File: src/hw/rtl/tspb_pkg.sv
`timescale 1ns / 1ps
// ----------------------------------------------------------------------------
// tspb_pkg
// Types and constants for the train speed packet builder.
// ----------------------------------------------------------------------------
package tspb_pkg;

  localparam int unsigned LVL_W = 15;
  localparam int unsigned SPD_W = 7;
  localparam int unsigned IDX_W = 4;
  localparam int unsigned DAT_W = 15;

  // DCC packet bytes and lengths
  localparam logic [7:0] ADV_COMMAND = 8'h3F;
  localparam logic [7:0] BASIC_FWD   = 8'h60;
  localparam logic [7:0] BASIC_REV   = 8'h40;
  localparam logic [2:0] LEN_ADV     = 3'd4;
  localparam logic [2:0] LEN_BASIC   = 3'd3;
  localparam logic [2:0] LEN_NONE    = 3'd0;

  // Configuration register indexes
  typedef enum logic [IDX_W-1:0] {
    REG_DCC_ENABLE    = 4'd0,
    REG_ADV_STEPS     = 4'd1,
    REG_LOCO_ADDR     = 4'd2,
    REG_DCC_LIMIT     = 4'd3,
    REG_ANALOG_LIMIT  = 4'd4,
    REG_JUMP_START    = 4'd5,
    REG_LIGHT_ON      = 4'd6,
    REG_LIGHT_BASE    = 4'd7
  } reg_idx_t;

  typedef struct packed {
    logic             dcc_enable;
    logic             advanced_steps;
    logic [7:0]       loco_address;
    logic [SPD_W-1:0] dig_speed_limit;
    logic [LVL_W-1:0] analog_speed_limit;
    logic [LVL_W-1:0] jump_start_level;
    logic             lamp_en;
    logic [LVL_W-1:0] light_base_level;
  } cfg_t;

  typedef struct packed {
    logic [LVL_W-1:0] applied_level;
    logic             rejected;
    logic [LVL_W-1:0] forward_compare;
    logic [LVL_W-1:0] reverse_compare;
    logic [7:0]       pkt_address;
    logic [7:0]       pkt_first;
    logic [7:0]       pkt_second;
    logic [7:0]       pkt_check;
    logic [2:0]       pkt_length;
  } result_t;

endpackage

File: src/hw/rtl/train_speed_packet_builder_top.sv
// An input beat reaches the result beat through the input register, then the result register.
// Throughput: one beat per cycle while out_stall is low; the step logic between the two registers is one pass.
// out_stall backs up through the input register to in_stall in the same cycle.
// Reset (rst_n low, synchronous): pipeline empty, registers at defaults, speed state zero.
`timescale 1ns / 1ps
// ----------------------------------------------------------------------------
// train_speed_packet_builder_top
// Speed controller: DCC speed packets or analog PWM compare values per tick.
// ----------------------------------------------------------------------------
module train_speed_packet_builder_top (
  input  logic                               clk,
  input  logic                               rst_n,
  // Input channel
  input  logic                               in_valid,
  output logic                               in_stall,
  input  logic signed [7:0]                  in_speed_delta,
  input  logic                               in_direction,
  // Result channel
  output logic                               out_valid,
  input  logic                               out_stall,
  output logic [tspb_pkg::LVL_W-1:0]         out_applied_level,
  output logic                               out_rejected,
  output logic [tspb_pkg::LVL_W-1:0]         out_forward_compare,
  output logic [tspb_pkg::LVL_W-1:0]         out_reverse_compare,
  output logic [7:0]                         out_pkt_address,
  output logic [7:0]                         out_pkt_first,
  output logic [7:0]                         out_pkt_second,
  output logic [7:0]                         out_pkt_check,
  output logic [2:0]                         out_pkt_length,
  // Configuration write channel
  input  logic                               cfg_valid,
  output logic                               cfg_ready,
  input  logic [tspb_pkg::IDX_W-1:0]         cfg_index,
  input  logic [tspb_pkg::DAT_W-1:0]         cfg_data
);
  import tspb_pkg::*;

  cfg_t              cfg;
  result_t           step_res;
  result_t           res_r;
  logic              s1_valid_r, s1_valid_nxt;
  logic signed [7:0] s1_delta_r;
  logic              s1_dir_r;
  logic              out_valid_r, out_valid_nxt;
  logic              out_free;
  logic              s1_go;
  logic              in_acc;

  tspb_cfg u_cfg (
    .clk       (clk),
    .rst_n     (rst_n),
    .cfg_valid (cfg_valid),
    .cfg_ready (cfg_ready),
    .cfg_index (cfg_index),
    .cfg_data  (cfg_data),
    .cfg       (cfg)
  );

  tspb_step u_step (
    .clk         (clk),
    .rst_n       (rst_n),
    .advance     (s1_go),
    .cfg         (cfg),
    .speed_delta (s1_delta_r),
    .direction   (s1_dir_r),
    .res         (step_res)
  );

  // Flow control between input register and result register
  assign out_free      = !out_valid_r || !out_stall;
  assign s1_go         = s1_valid_r && out_free;
  assign in_stall      = s1_valid_r && !out_free;
  assign in_acc        = in_valid && !in_stall;
  assign s1_valid_nxt  = in_acc || (s1_valid_r && !s1_go);
  assign out_valid_nxt = s1_go || (out_valid_r && out_stall);

  always_ff @(posedge clk) begin
    if (!rst_n) begin
      s1_valid_r  <= 1'b0;
      out_valid_r <= 1'b0;
    end else begin
      s1_valid_r  <= s1_valid_nxt;
      out_valid_r <= out_valid_nxt;
    end
  end

  // Payload registers
  always_ff @(posedge clk) begin
    if (in_acc) begin
      s1_delta_r <= in_speed_delta;
      s1_dir_r   <= in_direction;
    end
    if (s1_go) begin
      res_r <= step_res;
    end
  end

  assign out_valid           = out_valid_r;
  assign out_applied_level   = res_r.applied_level;
  assign out_rejected        = res_r.rejected;
  assign out_forward_compare = res_r.forward_compare;
  assign out_reverse_compare = res_r.reverse_compare;
  assign out_pkt_address     = res_r.pkt_address;
  assign out_pkt_first       = res_r.pkt_first;
  assign out_pkt_second      = res_r.pkt_second;
  assign out_pkt_check       = res_r.pkt_check;
  assign out_pkt_length      = res_r.pkt_length;

endmodule

File: src/hw/rtl/tspb_cfg.sv
`timescale 1ns / 1ps
// ----------------------------------------------------------------------------
// tspb_cfg
// Configuration register file; one write beat per cycle, never stalls.
// ----------------------------------------------------------------------------
module tspb_cfg (
  input  logic                        clk,
  input  logic                        rst_n,
  input  logic                        cfg_valid,
  output logic                        cfg_ready,
  input  logic [tspb_pkg::IDX_W-1:0]  cfg_index,
  input  logic [tspb_pkg::DAT_W-1:0]  cfg_data,
  output tspb_pkg::cfg_t              cfg
);
  import tspb_pkg::*;

  cfg_t cfg_r, cfg_nxt;

  assign cfg_ready = 1'b1;
  assign cfg       = cfg_r;

  // Decode write beat; unknown indexes are dropped
  always_comb begin
    cfg_nxt = cfg_r;
    if (cfg_valid) begin
      unique case (reg_idx_t'(cfg_index))
        REG_DCC_ENABLE:   cfg_nxt.dcc_enable         = cfg_data[0];
        REG_ADV_STEPS:    cfg_nxt.advanced_steps     = cfg_data[0];
        REG_LOCO_ADDR:    cfg_nxt.loco_address       = cfg_data[7:0];
        REG_DCC_LIMIT:    cfg_nxt.dig_speed_limit    = cfg_data[SPD_W-1:0];
        REG_ANALOG_LIMIT: cfg_nxt.analog_speed_limit = cfg_data[LVL_W-1:0];
        REG_JUMP_START:   cfg_nxt.jump_start_level   = cfg_data[LVL_W-1:0];
        REG_LIGHT_ON:     cfg_nxt.lamp_en            = cfg_data[0];
        REG_LIGHT_BASE:   cfg_nxt.light_base_level   = cfg_data[LVL_W-1:0];
        default:          cfg_nxt = cfg_r;
      endcase
    end
  end

  always_ff @(posedge clk) begin
    if (!rst_n) begin
      cfg_r.dcc_enable         <= 1'b1;
      cfg_r.advanced_steps     <= 1'b1;
      cfg_r.loco_address       <= 8'd3;
      cfg_r.dig_speed_limit    <= {SPD_W{1'b1}};
      cfg_r.analog_speed_limit <= {LVL_W{1'b1}};
      cfg_r.jump_start_level   <= '0;
      cfg_r.lamp_en            <= 1'b1;
      cfg_r.light_base_level   <= '0;
    end else begin
      cfg_r <= cfg_nxt;
    end
  end

endmodule

File: src/hw/rtl/tspb_step.sv
`timescale 1ns / 1ps
// ----------------------------------------------------------------------------
// tspb_step
// Speed state and one-pass step logic: clamp, reversal guard, packet or PWM.
// ----------------------------------------------------------------------------
module tspb_step (
  input  logic              clk,
  input  logic              rst_n,
  input  logic              advance,
  input  tspb_pkg::cfg_t    cfg,
  input  logic signed [7:0] speed_delta,
  input  logic              direction,
  output tspb_pkg::result_t res
);
  import tspb_pkg::*;

  logic                     last_dir_r, last_dir_nxt;
  logic [SPD_W-1:0]         dspeed_r, dspeed_nxt;
  logic [LVL_W-1:0]         fwd_lvl_r, fwd_lvl_nxt;
  logic [LVL_W-1:0]         rev_lvl_r, rev_lvl_nxt;

  logic signed [8:0]        dsum;
  logic [SPD_W-1:0]         dclamp;
  logic [LVL_W-1:0]         base;
  logic [LVL_W-1:0]         cur_raw;
  logic [LVL_W-1:0]         cur;
  logic signed [16:0]       asum;
  logic signed [16:0]       aval;
  logic [LVL_W-1:0]         alevel;
  logic [7:0]               first;
  logic [7:0]               second;

  // Digital speed: add step, clamp to zero and limit
  always_comb begin
    dsum = $signed({2'b00, dspeed_r}) + 9'(speed_delta);
    if (dsum < 0) begin
      dclamp = '0;
    end else if (dsum > $signed({2'b00, cfg.dig_speed_limit})) begin
      dclamp = cfg.dig_speed_limit;
    end else begin
      dclamp = dsum[SPD_W-1:0];
    end
  end

  // Analog level: floor, jump start, then limit
  always_comb begin
    base    = cfg.lamp_en ? cfg.light_base_level : '0;
    cur_raw = direction ? fwd_lvl_r : rev_lvl_r;
    cur     = (cur_raw < base) ? base : cur_raw;
    asum    = $signed({2'b00, cur}) + 17'(speed_delta);
    if (cur == base) begin
      if (speed_delta < 0) begin
        aval = $signed({2'b00, base});
      end else if (asum < $signed({2'b00, cfg.jump_start_level})) begin
        aval = $signed({2'b00, cfg.jump_start_level});
      end else begin
        aval = asum;
      end
    end else if (asum < $signed({2'b00, base})) begin
      aval = $signed({2'b00, base});
    end else begin
      aval = asum;
    end
    if (aval > $signed({2'b00, cfg.analog_speed_limit})) begin
      alevel = cfg.analog_speed_limit;
    end else begin
      alevel = aval[LVL_W-1:0];
    end
  end

  // Reversal guard, packet build and next state
  always_comb begin
    last_dir_nxt = last_dir_r;
    dspeed_nxt   = dspeed_r;
    fwd_lvl_nxt  = fwd_lvl_r;
    rev_lvl_nxt  = rev_lvl_r;
    res          = '0;
    first        = '0;
    second       = '0;
    if (cfg.dcc_enable) begin
      dspeed_nxt = dclamp;
      if (last_dir_r != direction) begin
        if (dclamp == '0) begin
          last_dir_nxt = direction;
        end else begin
          dspeed_nxt   = '0;
          res.rejected = 1'b1;
        end
      end
      if (cfg.advanced_steps) begin
        first          = ADV_COMMAND;
        second         = {direction, dspeed_nxt};
        res.pkt_length = LEN_ADV;
      end else begin
        first          = (direction ? BASIC_FWD : BASIC_REV)
                         | {3'b000, dspeed_nxt[SPD_W-1:2]};
        second         = '0;
        res.pkt_length = LEN_BASIC;
      end
      res.pkt_address   = cfg.loco_address;
      res.pkt_first     = first;
      res.pkt_second    = second;
      res.pkt_check     = cfg.loco_address ^ first ^ second;
      res.applied_level = {{(LVL_W-SPD_W){1'b0}}, dspeed_nxt};
    end else begin
      res.applied_level = alevel;
      if (last_dir_r != direction) begin
        if (alevel == base) begin
          last_dir_nxt = direction;
        end else begin
          res.applied_level = base;
          res.rejected      = 1'b1;
        end
      end
      fwd_lvl_nxt         = direction ? res.applied_level : '0;
      rev_lvl_nxt         = direction ? '0 : res.applied_level;
      res.forward_compare = fwd_lvl_nxt;
      res.reverse_compare = rev_lvl_nxt;
    end
  end

  always_ff @(posedge clk) begin
    if (!rst_n) begin
      last_dir_r <= 1'b1;
      dspeed_r   <= '0;
      fwd_lvl_r  <= '0;
      rev_lvl_r  <= '0;
    end else if (advance) begin
      last_dir_r <= last_dir_nxt;
      dspeed_r   <= dspeed_nxt;
      fwd_lvl_r  <= fwd_lvl_nxt;
      rev_lvl_r  <= rev_lvl_nxt;
    end
  end

endmodule

File: config.mk
export PLATFORM = sky130hd
export DESIGN_NAME = train_speed_packet_builder_top
export DESIGN_NICKNAME = d
export VERILOG_FILES = /design/src/hw/rtl/tspb_pkg.sv /design/src/hw/rtl/train_speed_packet_builder_top.sv /design/src/hw/rtl/tspb_cfg.sv /design/src/hw/rtl/tspb_step.sv
export SDC_FILE = /design/constraint.sdc
export NUM_CORES = 1
export LEC_CHECK = 0
export BUFFER_PORTS_ARGS = -buffer_cell sky130_fd_sc_hd__buf_2
export CAP_MARGIN = 10
export CORE_MARGIN = 2
export CORE_UTILIZATION = 40
export CTS_BUF_LIST = sky130_fd_sc_hd__clkbuf_4
export DETAILED_ROUTE_END_ITERATION = 10
export RECOVER_POWER = 50
export SLEW_MARGIN = 5
export SYNTH_ARGS = -nofsm -noshare
export SYNTH_HDL_FRONTEND = slang
export SYNTH_SLANG_ARGS = --single-unit
File: constraint.sdc
create_clock -name clk -period 16 [get_ports clk]
set_input_delay 3.2 -clock clk [delete_from_list [all_inputs] [get_ports clk]]
set_output_delay 3.2 -clock clk [all_outputs]
set_load 0.03 [all_outputs]
==> results of run 1 <==
==> worst min-delay path by stage <==
stage	startpoint	end	cells after the start
finish	u_step.fwd_lvl_r[10]	u_step.fwd_lvl_r[10]	2
global placement	u_step.rev_lvl_r[8]	u_step.rev_lvl_r[8]	2
global route	u_step.rev_lvl_r[10]	u_step.rev_lvl_r[10]	2
CTS	u_cfg.cfg[3]	u_cfg.cfg[3]	2
detailed placement	u_step.rev_lvl_r[9]	u_step.rev_lvl_r[9]	2
floorplan	u_step.fwd_lvl_r[4]	u_step.fwd_lvl_r[4]	2
==> state kept, by name, summed over array words and instances (netlist names), 2 cells and up <==
register / cells
out_pkt_length: 2
out_pkt_check: 8
u_step.rev_lvl_r: 15
out_applied_level: 15
s1_delta_r: 8
u_step.dspeed_r: 7
out_pkt_first: 6
u_step.fwd_lvl_r: 15
out_pkt_second: 8
u_cfg.cfg: 63
out_pkt_address: 8
out_reverse_compare: 15
out_forward_compare: 15
==> cells by family after synthesis <==
logic type | after synthesis | synth area share, %
AO/OA/AOI/OAI | 319 | 17.5
AND/OR/NAND/NOR | 411 | 16.2
flip-flops | 190 | 40.3
buffers and inverters | 147 | 5.25
XOR/XNOR | 50 | 3.77
multiplexers | 84 | 7.84
adder cells (fa/ha/maj) | 84 | 9.14
other | 2 | 0.0647
==> layout make-up <==
| type | count | area share [%] |
|---|---|---|
| Multi-Input combinational cell | 950 | 49.9 |
| Sequential cell | 190 | 36.8 |
| Timing Repair Buffer | 125 | 4.86 |
| Tap cell | 384 | 3.78 |
| Inverter | 76 | 2.25 |
| Clock inverter | 15 | 1.38 |
| Clock buffer | 17 | 1.00 |
| Antenna cell | 1 | 0.0197 |
==> placed cells by master (no fill, tap or decap), types with 5 or more instances in the layout <==
cell type	netlist	final
a21o_1	23	23
a21oi_1	106	105
a22oi_1	7	7
and2_0	0	5
and2_1	20	15
and3_1	7	7
buf_2	3	104
buf_4	6	5
clkbuf_1	54	16
clkbuf_4	0	17
dfxtp_1	103	103
edfxtp_1	87	87
ha_1	80	80
inv_1	73	73
inv_6	0	5
mux2_2	13	13
mux2_4	8	8
mux2i_1	62	62
nand2_1	139	139
nand2b_1	8	8
nand3_1	12	12
nand4_1	11	11
nor2_1	148	148
nor2b_1	14	13
nor3_1	12	12
nor4_1	5	5
o211ai_1	25	25
o21a_1	8	8
o21ai_0	56	56
o21ai_1	23	23
o31ai_1	5	5
or2_2	6	5
xnor2_1	38	38
xor2_1	12	12
==> layer usage <==
metal,up-vias,global-route usage [%],share of wire (%)
li1,4722,-,-
met1,4532,32.1,47
met2,292,35.2,45
met5,-,0,0
met4,0,5.95,1.8
met3,37,3.81,6.1
==> metrics by stage <==
stage	total power [W]	instances	utilization, %	hold WS, ns
global route	0.00128	1758	44.4	0.479
global placement	0.000942	1725	43.5	0.430
detailed placement	0.000942	1725	43.5	0.440
floorplan	0.000837	1287	-	0.420
CTS	0.00122	1757	44.5	0.463
finish	0.00122	1758	44.4	0.459
==> critical path, delay by kind of cell, from the launching register on <==
kind	cells	cell delay (ns)
fa+ha+maj	6	2.27
simple gates	7	1.96
mux	2	1.18
buf+inv	2	0.84
flops	1	0.68
compound gates	24	6.83
==> where the power goes <==
part | switching (W) | internal (W) | leakage, nW
combinational | 0.000262 | 0.000146 | 3.49
sequential | 0.00000684 | 0.000523 | 1.65
clock | 0.000180 | 0.0000986 | 0.161
total | 0.000450 | 0.000768 | 5.30
==> results.yml, run 1 <==
placed_design:
  gp_congestion: 0.925
  pre_cts_slack_ns: 2.28
  portBuffers: 114
  hpwl_mm: 26.1
  placed_area_sq_um: 12400
global_route:
  grt_pass1_vias: 9020
  grt_max_degree: 49
  grt_pass1_wl_mm: 52.4
  antenna_found_initial: 1
  track_usage_pct: 22.5
  grt.overflow.total: 0
sta:
  slew-limit-headroom_pct: -65.7
  fin_crit_ns: 14.08
  rsz0062_at_grt: "false"
  final-max-slew-violation-count: 197
  hold_viol: 0
  tns_ns: 0
  setup_slack_ns: 1.92
  final.period_utilization_pct: 88.0
  setup_viol: 0
  fin_skew_ns: 0.0293
  fmaxAchievable_ghz: 0.0710
  worst_pin_slew_ns: 2.49
critical_path:
  cp_data_required_time_ns: 16.33
  start_kind: "register"
  critPathCaptureType: "register"
  cp_common_cell: "ha_1"
  worstSetupEndpoint: "out_applied_level[1]"
  critPathSlowestCell: "nor2_2"
  critical_path.max_stage_delay_ns: 0.90
  r2r_end: "out_applied_level[1]"
  rrSetupSlack_ns: 1.92
  rr_worst_depth: 41
  cp-startpoint: "s1_dir_r"
  cp.arrival_ns: 14.40
  rr_startpoint: "s1_dir_r"
  crit_fanout: 27
  critPathKind: "register to register"
synth:
  yosysTopAreaCellShare_pct: 22.5
  async_flop_share_pct: 0
  ys_seq_elements: 190
  ys_types: 85
  ys.flop_type: "dfxtp_1"
  yosysMostFrequentCell: "nor2_1"
  synth.net_count: 1402
  synthTopCellsByArea: "edfxtp_1, dfxtp_1, ha_1, mux2i_1, nor2_1"
  yosysTopAreaCell: "edfxtp_1"
  syn_inst: 1287
  synth_edf_count: 87
  seq_area_frac_synth_pct: 40.3
  yosysWarnings: 0
  avgSynthCellArea_sq_um: 9.02
  ys_top_cells_by_count: "nor2_1, nand2_1, a21oi_1, dfxtp_1, edfxtp_1"
  netlist_area_sq_um: 11600
clock_tree:
  ctsResizeCount: 0
  cts_buffers: 17
  insertion_delay_ns: 0.62
  cts_tree: "yes"
  clockBufferDepth: 2
  h-tree-depth: 4
  clk_pin_slew_ns: 0.16
  postCtsSetupRepairBufs: 0
  numClockSinks: 190
  cts_root_buf: "clkbuf_4"
  holdBufCountCts: 0
status:
  violations: "capacitance limit, slew limit"
  outcome: "finished with violations"
routing:
  wl_per_cell_um: 19.4
  num_vias: 9583
  viasPerCell: 5.45
  drc: 0
  drtIter0Drc: 809
  dr.pass1.iters: 7
  postRouteAntennaNets: 0
  totalWireLength_mm: 34.1
die:
  die_h_um: 174
  ios: 117
  die_area_sq_um: 30400
  num_rows: 62
  die_w_um: 174
  core_sq_um: 28600
  start_util_pct: 40.6
final_layout:
  seqCellArea_sq_um: 4670
  nNetsFinal: 1475
  syn_to_final_growth_pct: 9.45
  multi_input_area_sq_um: 6340
  design_area_sq_um: 12700
  nFillCells: 2854
  drive_above_1_share_pct: 13.9
power_and_ir_drop:
  p_leak_nw: 5.30
  power_density_nw_per_um2: 95.8
  ir_drop_mv: 0.0451
flow_run:
  cap_viol_max_count: 5
min_path:
  hold_path_class: "register to register"
Note: power is estimated with default switching activity, not from simulation.
==> run 2, diff against run 1 <==
--- a/config.mk
+++ b/config.mk
@@ -7,11 +7,9 @@
 export LEC_CHECK = 0
 export BUFFER_PORTS_ARGS = -buffer_cell sky130_fd_sc_hd__buf_2
 export CAP_MARGIN = 10
-export CORE_MARGIN = 2
 export CORE_UTILIZATION = 40
 export CTS_BUF_LIST = sky130_fd_sc_hd__clkbuf_4
 export DETAILED_ROUTE_END_ITERATION = 10
-export RECOVER_POWER = 50
 export SLEW_MARGIN = 5
 export SYNTH_ARGS = -nofsm -noshare
 export SYNTH_HDL_FRONTEND = slang
==> results.yml, run 2 (synthesis gave the netlist of run 1 again) <==
status:
  outcome: "completed"
power_and_ir_drop:
  combPwrFrac_pct: 33.6
  p_sw_w: 0.000486
  internal-power_w: 0.000750
  swShare_pct: 39.3
  ir_drop_mv: 0.0583
  p_seq_share_pct: 42.9
  power_frac_clock_pct: 23.5
  power_density_nw_per_um2: 96.9
  p_leak_nw: 5.36
routing:
  dr.pass1.iters: 6
  wl_per_cell_um: 19.9
  viasPerCell: 5.45
  drtIter0Drc: 801
  num_vias: 9547
  postRouteAntennaNets: 0
  drc: 0
  totalWireLength_mm: 34.8
clock_tree:
  numClockSinks: 190
  cts_root_buf: "clkbuf_4"
  holdBufCountCts: 0
  clk_pin_slew_ns: 0.19
  cts_buffers: 17
  ctsResizeCount: 0
  clockBufferDepth: 2
  postCtsSetupRepairBufs: 0
  insertion_delay_ns: 0.62
  cts_tree: "yes"
  h-tree-depth: 4
final_layout:
  syn_to_final_growth_pct: 9.86
  layout_common_cells: "nor2_1, nand2_1, buf_2"
  nFillCells: 2737
  largest_reg_flops: 63
  drive_above_1_share_pct: 15.3
  final_common_cell: "nor2_1"
  nNetsFinal: 1474
flow_run:
  cap_viol_max_count: 0
global_route:
  grt.overflow.total: 0
  grt_pass1_vias: 8821
  grt_pass1_wl_mm: 53.2
  antenna_found_initial: 1
  track_usage_pct: 24.1
  grt_max_degree: 74
min_path:
  whs_path_depth: 2
  hold_path_class: "register to register"
  min_from: "u_step.rev_lvl_r[6]"
  min_to: "u_step.rev_lvl_r[6]"
critical_path:
  critPathSlowestCell: "o21ai_2"
  cp.arrival_ns: 13.85
  rr_worst_depth: 44
  rr_startpoint: "s1_dir_r"
  rrSetupSlack_ns: 2.50
  start_kind: "register"
  cp_data_required_time_ns: 16.35
  critPathKind: "register to register"
  crit_fanout: 27
  critical_path.max_stage_delay_ns: 0.82
  r2r_end: "out_applied_level[5]"
  critPathCaptureType: "register"
  cp_common_cell: "a21o_1"
sta:
  fin_skew_ns: 0.0485
  fmaxAchievable_ghz: 0.0741
  setup_viol: 0
  final-max-slew-violation-count: 0
  fin_crit_ns: 13.50
  worst_pin_slew_ns: 1.14
  hold_viol: 0
  rsz0062_at_grt: "false"
  tns_ns: 0
  final.period_utilization_pct: 84.4
  slew-limit-headroom_pct: 23.5
  setup_slack_ns: 2.50
die:
  core_sq_um: 28200
  die_area_sq_um: 29700
  num_rows: 61
  die_w_um: 172
  die_h_um: 172
  start_util_pct: 41.2
  ios: 117
placed_design:
  portBuffers: 114
  hpwl_mm: 26.5
  pre_cts_slack_ns: 2.72
  gp_congestion: 0.951
==> run 2: cell count changes in the layout (fill, tap and decap cells not counted), moves of 3 or more <==
cell / previous run / this run
inv_6: 5 / 2
and2_0: 5 / 0
and2_1: 15 / 20
clkbuf_1: 16 / 0
inv_12: 0 / 5
clkinv_8: 0 / 3
buf_4: 5 / 10
buf_2: 104 / 114
==> run 2: worst max path at each step <==
| stage | slack [ns] | to | start | cells after the start |
|---|---|---|---|---|
| CTS | 2.65 | out_applied_level[5] | u_cfg.cfg[15] | 45 |
| global route | 1.50 | out_applied_level[5] | u_cfg.cfg[15] | 45 |
| finish | 2.50 | out_applied_level[5] | s1_dir_r | 44 |
| detailed placement | 2.72 | out_applied_level[1] | u_cfg.cfg[15] | 43 |
| global placement | 2.83 | out_applied_level[5] | u_cfg.cfg[15] | 47 |
| floorplan | 4.83 | out_applied_level[5] | s1_dir_r | 52 |
==> run 2: worst max-delay path: cells and delay by family (launching register included) <==
family                   cells  cell delay (ns)
buffers and inverters        3             0.43
multiplexers                 4             1.61
XOR/XNOR                     1             0.54
flip-flops                   1             0.61
adder cells (fa/ha/maj)      6             2.24
AO/OA/AOI/OAI               23             6.19
AND/OR/NAND/NOR              7             1.63
==> run 2: final cells by class <==
type	count	area [sq um]	area share [%]
Antenna cell	1	2.50	0.0196
Clock buffer	17	128	1.00
Clock inverter	15	195	1.53
Inverter	76	285	2.24
Multi-Input combinational cell	950	6350	49.8
Sequential cell	190	4670	36.7
Tap cell	378	473	3.71
Timing Repair Buffer	124	646	5.06
==> run 2: through the flow <==
| stage | instance area, sq um | total power, W | utilization, % | hold WS, ns | cells |
|---|---|---|---|---|---|
| after floorplan | 11600 | 0.000837 | - | 0.420 | 1287 |
| after CTS | 12700 | 0.00124 | 45.3 | 0.462 | 1750 |
| after global placement | 12400 | 0.000948 | 44.1 | 0.428 | 1718 |
| after detailed placement | 12400 | 0.000949 | 44.1 | 0.442 | 1718 |
| after global routing | 12800 | 0.00130 | 45.3 | 0.484 | 1751 |
| final | 12800 | 0.00124 | 45.3 | 0.459 | 1751 |
==> run 2: layer usage <==
metal	global-route usage [%]	share of wire (%)	up-vias
met5	0	0	-
met4	5.81	1.6	0
met3	3.57	5.4	33
met2	37.5	45	282
met1	34.9	48	4530
li1	-	-	4702
==> run 2: power groups by stage <==
stage | Clock, W | Combinational, W | Sequential (W)
2_1_floorplan | 0 | 0.000281 | 0.000556
3_3_place_gp | 0 | 0.000408 | 0.000540
3_5_place_dp | 0 | 0.000408 | 0.000540
4_1_cts | 0.000299 | 0.000410 | 0.000530
5_1_grt | 0.000316 | 0.000454 | 0.000531
6_report | 0.000291 | 0.000415 | 0.000529
